## config.mk

```make
export PLATFORM = sky130hd
export DESIGN_NAME = weighted_pose_distance_score
export DESIGN_NICKNAME = d
export VERILOG_FILES = /design/src/rtl/wpds_pkg.sv /design/src/rtl/wpds_front.sv /design/src/rtl/wpds_queue.sv /design/src/rtl/wpds_back.sv /design/src/rtl/weighted_pose_distance_score.sv
export SDC_FILE = /design/constraint.sdc
export NUM_CORES = 2
export LEC_CHECK = 0
export ABC_CLOCK_PERIOD_IN_PS = 24600
export BUFFER_PORTS_ARGS = -buffer_cell sky130_fd_sc_hd__buf_2
export CAP_MARGIN = 10
export CORE_MARGIN = 2
export CORE_UTILIZATION = 35
export CTS_CLUSTER_DIAMETER = 120
export DETAILED_ROUTE_END_ITERATION = 10
export PLACE_DENSITY_LB_ADDON = 0.3
export SKIP_LAST_GASP = 1
export SYNTH_ARGS = -nofsm -noshare
export SYNTH_HDL_FRONTEND = slang
export SYNTH_SLANG_ARGS = --single-unit
export TNS_END_PERCENT = 50
```

## constraint.sdc

```tcl
create_clock -name clock -period 24.6 [get_ports clock]
set_clock_uncertainty 0.15 [all_clocks]
set_input_delay 3.69 -clock clock [delete_from_list [all_inputs] [get_ports clock]]
set_output_delay 3.69 -clock clock [all_outputs]
set_load 0.05 [all_outputs]
```

## src/rtl/wpds_pkg.sv

```systemverilog
package wpds_pkg;

   localparam int COORD_W   = 16;
   localparam int WEIGHT_W  = 16;
   localparam int WEIGHT_REGS = 6;
   localparam int CSR_ADDR_W = 3;
   localparam int SUM_W     = 40;
   localparam int SCORE_W   = 32;
   localparam int POS_W     = 3;
   localparam int QUEUE_DEPTH = 2;

   // register indexes
   localparam logic [CSR_ADDR_W-1:0] REG_SCALE = 3'd6;

   // item handed from the front to the back through the queue
   typedef struct packed {
      logic [COORD_W-1:0] dx;
      logic [COORD_W-1:0] dy;
      logic [COORD_W-1:0] dz;
      logic [POS_W-1:0]   widx;
      logic               zero_w;   // node beyond the weighted range
      logic               last;
   } wpds_item_type;

endpackage

```

## src/rtl/wpds_front.sv

```systemverilog
module wpds_front #(
   parameter int NODE_COUNT = 6
) (
   input  logic                        clock,
   input  logic                        reset,
   input  logic                        in_valid,
   input  logic [6*wpds_pkg::COORD_W-1:0] in_data,
   input  logic                        in_last,
   output logic                        in_ready,
   input  logic                        q_full,
   output logic                        q_push,
   output wpds_pkg::wpds_item_type     q_item
);
   import wpds_pkg::*;

   localparam logic [POS_W-1:0] NODES = POS_W'(NODE_COUNT);

   logic [POS_W-1:0] pos_ff, pos_in;

   function automatic logic [COORD_W-1:0] abs_diff(input logic [COORD_W-1:0] a,
                                                   input logic [COORD_W-1:0] b);
      logic signed [COORD_W:0] d;
      logic [COORD_W:0] m;
      d = $signed({a[COORD_W-1], a}) - $signed({b[COORD_W-1], b});
      m = d[COORD_W] ? (~d + (COORD_W+1)'(1)) : d;
      return m[COORD_W-1:0];
   endfunction

   assign in_ready = !q_full;
   assign q_push   = in_valid && !q_full;

   always_comb begin
      q_item.dx     = abs_diff(in_data[15:0],  in_data[63:48]);
      q_item.dy     = abs_diff(in_data[31:16], in_data[79:64]);
      q_item.dz     = abs_diff(in_data[47:32], in_data[95:80]);
      q_item.widx   = pos_ff;
      q_item.zero_w = (pos_ff >= NODES);
      q_item.last   = in_last;
   end

   always_comb begin
      pos_in = pos_ff;
      if (q_push) begin
         if (in_last)
            pos_in = '0;
         else if (pos_ff < NODES)
            pos_in = pos_ff + POS_W'(1);
      end
   end

   always_ff @(posedge clock) begin
      if (reset) begin
         pos_ff <= '0;
      end else begin
         pos_ff <= pos_in;
      end
   end

endmodule

```

## src/rtl/wpds_queue.sv

```systemverilog
module wpds_queue (
   input  logic                    clock,
   input  logic                    reset,
   input  logic                    push,
   input  wpds_pkg::wpds_item_type push_item,
   output logic                    full,
   input  logic                    pop,
   output logic                    empty,
   output wpds_pkg::wpds_item_type pop_item
);
   import wpds_pkg::*;

   localparam int PTR_W = $clog2(QUEUE_DEPTH);
   localparam int CNT_W = $clog2(QUEUE_DEPTH + 1);

   wpds_item_type     mem_ff [QUEUE_DEPTH];
   logic [PTR_W-1:0]  wr_ff, wr_in, rd_ff, rd_in;
   logic [CNT_W-1:0]  cnt_ff, cnt_in;

   assign full     = (cnt_ff == CNT_W'(QUEUE_DEPTH));
   assign empty    = (cnt_ff == '0);
   assign pop_item = mem_ff[rd_ff];

   always_comb begin
      wr_in  = push ? wr_ff + PTR_W'(1) : wr_ff;
      rd_in  = pop  ? rd_ff + PTR_W'(1) : rd_ff;
      cnt_in = cnt_ff + CNT_W'(push) - CNT_W'(pop);
   end

   always_ff @(posedge clock) begin
      if (reset) begin
         wr_ff  <= '0;
         rd_ff  <= '0;
         cnt_ff <= '0;
      end else begin
         wr_ff  <= wr_in;
         rd_ff  <= rd_in;
         cnt_ff <= cnt_in;
      end
      if (push)
         mem_ff[wr_ff] <= push_item;
   end

endmodule

```

## src/rtl/wpds_back.sv

```systemverilog
module wpds_back (
   input  logic                             clock,
   input  logic                             reset,
   input  logic                             csr_we,
   input  logic [wpds_pkg::CSR_ADDR_W-1:0]  csr_addr,
   input  logic [wpds_pkg::WEIGHT_W-1:0]    csr_wdata,
   input  logic                             q_empty,
   input  wpds_pkg::wpds_item_type          q_item,
   output logic                             q_pop,
   output logic                             out_valid,
   output logic [wpds_pkg::SCORE_W-1:0]     out_data,
   input  logic                             out_ready
);
   import wpds_pkg::*;

   typedef enum logic [2:0] {
      ST_LOAD, ST_SQ, ST_ROOT, ST_WMUL, ST_ACC, ST_FIN_LO, ST_FIN_HI, ST_FIN_OUT
   } state_type;

   localparam logic [SUM_W:0] SAT_LIMIT = 41'h00_8001_0000; // 2^31 + 1.0

   state_type           state_ff, state_in;
   logic [4:0]          step_ff, step_in;
   wpds_item_type       item_ff, item_in;
   logic [33:0]         sq_ff, sq_in;
   logic [19:0]         rem_ff, rem_in;
   logic [16:0]         root_ff, root_in;
   logic [32:0]         wprod_ff, wprod_in;
   logic [SUM_W-1:0]    sum_ff, sum_in;
   logic [35:0]         plo_ff, plo_in, phi_ff, phi_in;
   logic                out_valid_ff, out_valid_in;
   logic [SCORE_W-1:0]  out_data_ff, out_data_in;
   logic [WEIGHT_W-1:0] weight_ff [WEIGHT_REGS];
   logic [WEIGHT_W-1:0] scale_ff;

   logic [COORD_W-1:0]   sq_op;
   logic [2*COORD_W-1:0] sq_prod;
   logic [19:0]          rem_sh, trial;
   logic [WEIGHT_W-1:0]  wsel;
   logic [55:0]          prod;
   logic [SUM_W:0]       rounded;

   assign q_pop     = (state_ff == ST_LOAD) && !q_empty;
   assign out_valid = out_valid_ff;
   assign out_data  = out_data_ff;

   always_comb begin
      state_in     = state_ff;
      step_in      = step_ff;
      item_in      = item_ff;
      sq_in        = sq_ff;
      rem_in       = rem_ff;
      root_in      = root_ff;
      wprod_in     = wprod_ff;
      sum_in       = sum_ff;
      plo_in       = plo_ff;
      phi_in       = phi_ff;
      out_valid_in = out_valid_ff && !out_ready;
      out_data_in  = out_data_ff;

      unique case (step_ff[1:0])
         2'd0:    sq_op = item_ff.dx;
         2'd1:    sq_op = item_ff.dy;
         default: sq_op = item_ff.dz;
      endcase
      sq_prod = sq_op * sq_op;
      rem_sh = {rem_ff[17:0], sq_ff[33:32]};
      trial  = {1'b0, root_ff, 2'b01};
      wsel   = item_ff.zero_w ? '0 : weight_ff[item_ff.widx];
      prod   = {phi_ff, 20'b0} + {20'b0, plo_ff};
      rounded = {1'b0, prod[55:16]} + {40'b0, prod[15]};

      unique case (state_ff)
         ST_LOAD: begin
            if (!q_empty) begin
               item_in  = q_item;
               sq_in    = '0;
               step_in  = '0;
               state_in = ST_SQ;
            end
         end
         ST_SQ: begin
            sq_in = sq_ff + {2'b0, sq_prod};
            if (step_ff == 5'd2) begin
               step_in  = '0;
               rem_in   = '0;
               root_in  = '0;
               state_in = ST_ROOT;
            end else begin
               step_in = step_ff + 5'd1;
            end
         end
         ST_ROOT: begin
            // two radicand bits per step, one root bit per step
            sq_in = {sq_ff[31:0], 2'b00};
            if (rem_sh >= trial) begin
               rem_in  = rem_sh - trial;
               root_in = {root_ff[15:0], 1'b1};
            end else begin
               rem_in  = rem_sh;
               root_in = {root_ff[15:0], 1'b0};
            end
            if (step_ff == 5'd16)
               state_in = ST_WMUL;
            else
               step_in = step_ff + 5'd1;
         end
         ST_WMUL: begin
            wprod_in = root_ff * wsel;
            state_in = ST_ACC;
         end
         ST_ACC: begin
            sum_in   = sum_ff + {7'b0, wprod_ff};
            state_in = item_ff.last ? ST_FIN_LO : ST_LOAD;
         end
         ST_FIN_LO: begin
            plo_in   = sum_ff[19:0] * scale_ff;
            state_in = ST_FIN_HI;
         end
         ST_FIN_HI: begin
            phi_in   = sum_ff[39:20] * scale_ff;
            state_in = ST_FIN_OUT;
         end
         ST_FIN_OUT: begin
            if (!out_valid_ff || out_ready) begin
               out_valid_in = 1'b1;
               if (rounded > SAT_LIMIT)
                  out_data_in = {1'b1, {(SCORE_W-1){1'b0}}};
               else
                  out_data_in = SCORE_W'(41'h1_0000 - rounded);
               sum_in   = '0;
               state_in = ST_LOAD;
            end
         end
         default: state_in = ST_LOAD;
      endcase
   end

   always_ff @(posedge clock) begin
      if (reset) begin
         state_ff     <= ST_LOAD;
         step_ff      <= '0;
         sum_ff       <= '0;
         out_valid_ff <= 1'b0;
         for (int i = 0; i < WEIGHT_REGS; i++)
            weight_ff[i] <= 16'd4096;
         scale_ff     <= 16'd4096;
      end else begin
         state_ff     <= state_in;
         step_ff      <= step_in;
         sum_ff       <= sum_in;
         out_valid_ff <= out_valid_in;
         if (csr_we) begin
            if (csr_addr < CSR_ADDR_W'(WEIGHT_REGS))
               weight_ff[csr_addr] <= csr_wdata;
            else if (csr_addr == REG_SCALE)
               scale_ff <= csr_wdata;
         end
      end
      item_ff     <= item_in;
      sq_ff       <= sq_in;
      rem_ff      <= rem_in;
      root_ff     <= root_in;
      wprod_ff    <= wprod_in;
      plo_ff      <= plo_in;
      phi_ff      <= phi_in;
      out_data_ff <= out_data_in;
   end

   a_out_from_final: assert property (@(posedge clock) disable iff (reset)
      $rose(out_valid_ff) |-> $past(state_ff == ST_FIN_OUT))
      else $error("result raised outside final state");
   a_sq_steps: assert property (@(posedge clock) disable iff (reset)
      state_ff == ST_SQ |-> step_ff <= 5'd2)
      else $error("square step out of range");
   a_root_steps: assert property (@(posedge clock) disable iff (reset)
      state_ff == ST_ROOT |-> step_ff <= 5'd16)
      else $error("root step out of range");

endmodule

```

## src/rtl/weighted_pose_distance_score.sv

```systemverilog
// Weighted pose distance score.
// req_ channel: one transaction per feature node, the two 3-D points of the
//   node in signed Q8.8; req_tlast marks the final node of a pose pair.
// rsp_ channel: one transaction per pose pair, on its last node: the match
//   score 1.0 - scale * sum(weight_i * dist_i), signed Q16.16, saturated low.
// csr_ port: write-only, index 0..5 node weights, 6 global scale (Q4.12).
// The front computes the absolute coordinate differences and tags the node
// index, then pushes into a two-entry queue. The back runs one node at a
// time: a load state, the three squares on a shared multiplier, the
// restoring square root (one root bit per iteration), then the weight multiply
// and the accumulate. A last node adds the 40x16 scale product, done as two
// 20x16 halves, and the rounding. The root iteration sets the throughput.
// Reset clears the accumulator, the node position, the queue and loads all
// CSR registers with 4096 (1.0). A result waits in the output register while
// rsp_tready is low; the back holds in its final state once the next result
// is ready, then the queue fills and req_tready drops.
module weighted_pose_distance_score #(
   parameter int NODE_COUNT = 6
) (
   input  logic        clock,
   input  logic        reset,
   input  logic        req_tvalid,
   output logic        req_tready,
   // first_x, first_y, first_z, second_x, second_y, second_z
   input  logic [95:0] req_tdata,
   input  logic        req_tlast,
   output logic        rsp_tvalid,
   input  logic        rsp_tready,
   // match_score
   output logic [31:0] rsp_tdata,
   input  logic        csr_we,
   input  logic [wpds_pkg::CSR_ADDR_W-1:0] csr_addr,
   input  logic [wpds_pkg::WEIGHT_W-1:0]   csr_wdata
);
   import wpds_pkg::*;

   logic          q_push, q_full, q_pop, q_empty;
   wpds_item_type push_item, pop_item;

   wpds_front #(.NODE_COUNT(NODE_COUNT)) u_front (
      .clock    (clock),
      .reset    (reset),
      .in_valid (req_tvalid),
      .in_data  (req_tdata),
      .in_last  (req_tlast),
      .in_ready (req_tready),
      .q_full   (q_full),
      .q_push   (q_push),
      .q_item   (push_item)
   );

   wpds_queue u_queue (
      .clock     (clock),
      .reset     (reset),
      .push      (q_push),
      .push_item (push_item),
      .full      (q_full),
      .pop       (q_pop),
      .empty     (q_empty),
      .pop_item  (pop_item)
   );

   wpds_back u_back (
      .clock     (clock),
      .reset     (reset),
      .csr_we    (csr_we),
      .csr_addr  (csr_addr),
      .csr_wdata (csr_wdata),
      .q_empty   (q_empty),
      .q_item    (pop_item),
      .q_pop     (q_pop),
      .out_valid (rsp_tvalid),
      .out_data  (rsp_tdata),
      .out_ready (rsp_tready)
   );

endmodule
```

==> impl_metrics.tcl <==
set metrics [dict create \
    run_status "finished clean" \
    synth_seq_area_share_pct 23.9 \
    postSynthRegisterBits 550 \
    cts-root-to-sink-buffers 3 \
    layout_worst_path_cycle_share_pct 40.7 \
    initial_utilization_pct 35.2 \
    cts_hold_buf 0 \
    place_area_sq_um 69600 \
    cell_chosen_for_the_clock_root "clkbuf_16" \
    timing.critical_path.arrival_ns 10.41 \
    first_global_vias 49500 \
    postSynthCellCount 6852 \
    total_die_area_sq_um 192000 \
    hold_viol 0 \
    critical_path_buf_inv_count 6 \
    drv_cap 0 \
    synthArstFlopShare_pct 0 \
    chip_height_um 438 \
    timing.critical_path.from_type "register" \
    timing.critical_path.slowest_stage_cell "nor2_1" \
    area.growth.synth_to_final_pct 9.13 \
    reg2reg_to "u_back.sq_ff[32]$_DFFE_PP_" \
    mostFrequentLayoutCells "inv_1, fa_1, nand2_1, ha_1, edfxtp_1" \
    hpwlAfterDp_um 126000 \
    antenna-diode-count 0 \
    setup.reg_to_reg.worst_slack_ns 14.58 \
    routed-via-count 47000 \
    cp_slowest_stage_delay_ns 0.87 \
    cpLargestDelayFamily "adder cells" \
    clk_pin_slew_ns 0.06 \
    number_of_distinct_standard_cells_referenced_by_the_synthesized_netlist 100 \
    groute.usage.overall_pct 17.5 \
    core-area_sq_um 188000 \
    path_depth 28 \
    cts-htree-levels 3 \
    grt_remaining_overflow 0 \
    final.setup.tns_ns 0 \
    worstSetupEndpoint "u_back.sq_ff[32]$_DFFE_PP_" \
    slew_headroom_pct 27.4 \
    cts_repair_resize_count 0 \
    period_needed_ns 10.02 \
    grt_pass1_wl_um 269000 \
    numClockSinks 550 \
    drt_pass1_iterations 6 \
    mostFrequentLayoutCell "inv_1" \
    critPathKind "register to register" \
    ys_dominant_reg_cell "edfxtp_1" \
    worstRegToRegCells 28 \
    setup_viol 0 \
    maxSlewViolCount 0 \
    cts_buffers 70 \
    clock.fmax_mhz 99.8 \
    worstSetupEndpointType "register" \
    critical_path_required_ns 24.99 \
    detail-route-antenna-nets 0 \
    yosys_warnings 0 \
    first_iter_violations 2722 \
    final_design_instance_area_without_fill_sq_um 72000 \
    detail_route.drc_violations 0 \
    crit_path_start "u_back.step_ff[0]$_SDFFE_PP0P_" \
    vias_per_cell 4.97 \
    post-cts-setup-buffer-count 0 \
    worst_skew_pair_latency_ns 0.71 \
    finish.net_count 8503 \
    r2r_start "u_back.step_ff[0]$_SDFFE_PP0P_" \
    wl_per_cell_um 17.5 \
    tightestPinTransition_ns 1.09 \
    tritoncts "done" \
    drive_gt1_share_pct 7.27 \
    io_pins 155 \
    die_w_um 438 \
    gp_routability_congestion 0.905 \
    routed_wirelength_um 166000 \
    number_of_flops_mapped_to_enable_cells_by_yosys 478 \
    netlist_area_sq_um 66000 \
    numPortBuffers 154 \
    std_cell_rows 159 \
    largest_net_degree_at_the_start_of_global_routing 76 \
    worstPathMaxFanout 19 \
    initial_antenna_violation_count 1 \
    grt_setup_unrepaired "false" \
    hold_path_class "register to register" \
    mean_instance_size_in_the_synthesized_netlist_sq_um 9.63 \
]
-- layout make-up --
type | instances | area, sq um
clock inverter | 42 | 554
clock buffer | 85 | 1820
inverter | 1313 | 4930
tap | 2495 | 3120
multi-input combinational | 4749 | 44400
timing repair buffer | 236 | 1390
fill | 18600 | 116000
sequential | 550 | 15800
-- synthesized netlist by cell type (14+ instances only) --
cell type	n	share of area, %
a211oi_1	24	0.27
a21boi_0	15	0.17
a21o_1	92	1.0
a21oi_1	203	1.5
a22o_1	23	0.31
a22oi_1	27	0.31
a31oi_1	26	0.25
and2_1	241	2.3
and3_1	36	0.34
buf_1	14	0.080
clkbuf_1	247	1.4
clkinv_1	14	0.080
dfxtp_1	72	2.2
edfxtp_1	478	22
fa_1	906	27
ha_1	556	11
inv_1	1297	7.4
mux2_2	58	0.99
mux2i_1	45	0.68
mux4_2	32	1.1
nand2_1	855	4.9
nand2b_1	40	0.38
nand3_1	64	0.49
nand4_1	27	0.26
nor2_1	416	2.4
nor2b_1	37	0.35
nor3_1	197	1.5
nor4_1	17	0.16
o21a_1	34	0.39
o21ai_0	123	0.93
o21bai_1	22	0.25
o22ai_1	16	0.15
o31ai_1	20	0.23
or2_2	27	0.26
or3_1	34	0.32
xnor2_1	197	2.6
xor2_1	93	1.2
-- how the worst min path moves through the flow --
stage	startpoint	end	slack, ns	cells after the start
floorplan	u_back.scale_ff[10]$_SDFFE_PP0P_	u_back.scale_ff[10]$_SDFFE_PP0P_	0.32	2
global placement	u_back.scale_ff[1]$_SDFFE_PP0P_	u_back.scale_ff[1]$_SDFFE_PP0P_	0.30	2
detailed placement	u_back.scale_ff[8]$_SDFFE_PP0P_	u_back.scale_ff[8]$_SDFFE_PP0P_	0.30	2
CTS	u_back.scale_ff[8]$_SDFFE_PP0P_	u_back.scale_ff[8]$_SDFFE_PP0P_	0.31	2
global route	u_back.scale_ff[8]$_SDFFE_PP0P_	u_back.scale_ff[8]$_SDFFE_PP0P_	0.33	2
finish	u_back.scale_ff[8]$_SDFFE_PP0P_	u_back.scale_ff[8]$_SDFFE_PP0P_	0.30	2
-- per-layer routing --
metal / vias up / global-route usage [%] / share of wire, %
li1: 22200 / - / -
met1: 23600 / 23.6 / 45
met2: 1090 / 29.6 / 48
met3: 205 / 2.63 / 5.5
met4: 2 / 3.75 / 1.9
met5: - / 0 / 0.0078
-- flip-flops by register name (all words and copies together) (netlist names), 5 cells and up --
| register | flops |
|---|---|
| u_back.weight_ff | 128 |
| u_queue.mem_ff | 106 |
| u_back.item_ff | 53 |
| u_back.sum_ff | 40 |
| u_back.phi_ff | 36 |
| u_back.sq_ff | 34 |
| u_back.wprod_ff | 33 |
| u_back.out_data | 32 |
| u_back.plo_ff | 21 |
| u_back.rem_ff | 18 |
| u_back.root_ff | 17 |
| u_back.scale_ff | 16 |
| u_back.step_ff | 5 |
-- metrics by stage --
step	hold slack, ns	utilization (%)	instances	setup slack, ns
global placement	0.297	37.1	9343	14.82
floorplan	0.320	-	6883	16.25
finish	0.303	38.4	9470	14.58
CTS	0.306	38.4	9470	14.57
detailed placement	0.299	37.1	9343	14.62
global route	0.325	38.4	9470	13.96
-- worst min-delay path, cell delays in order (launching register included) --
cell and delay, ns:
dfxtp_1 0.30, nand2_1 0.05, a21oi_1 0.05
-- logic make-up after synthesis --
group	after synthesis	synth area share, %
multiplexers	135	2.76
other	1	0.00568
flip-flops	550	23.9
adder cells (fa/ha/maj)	1462	38.0
buffers and inverters	1584	9.04
XOR/XNOR	290	3.85
AND/OR/NAND/NOR	2058	14.5
AO/OA/AOI/OAI	772	7.93
Power is left out: the tool's default activity adds up to more than one toggle a clock period on the data nets, which glitch-free logic cannot reach.
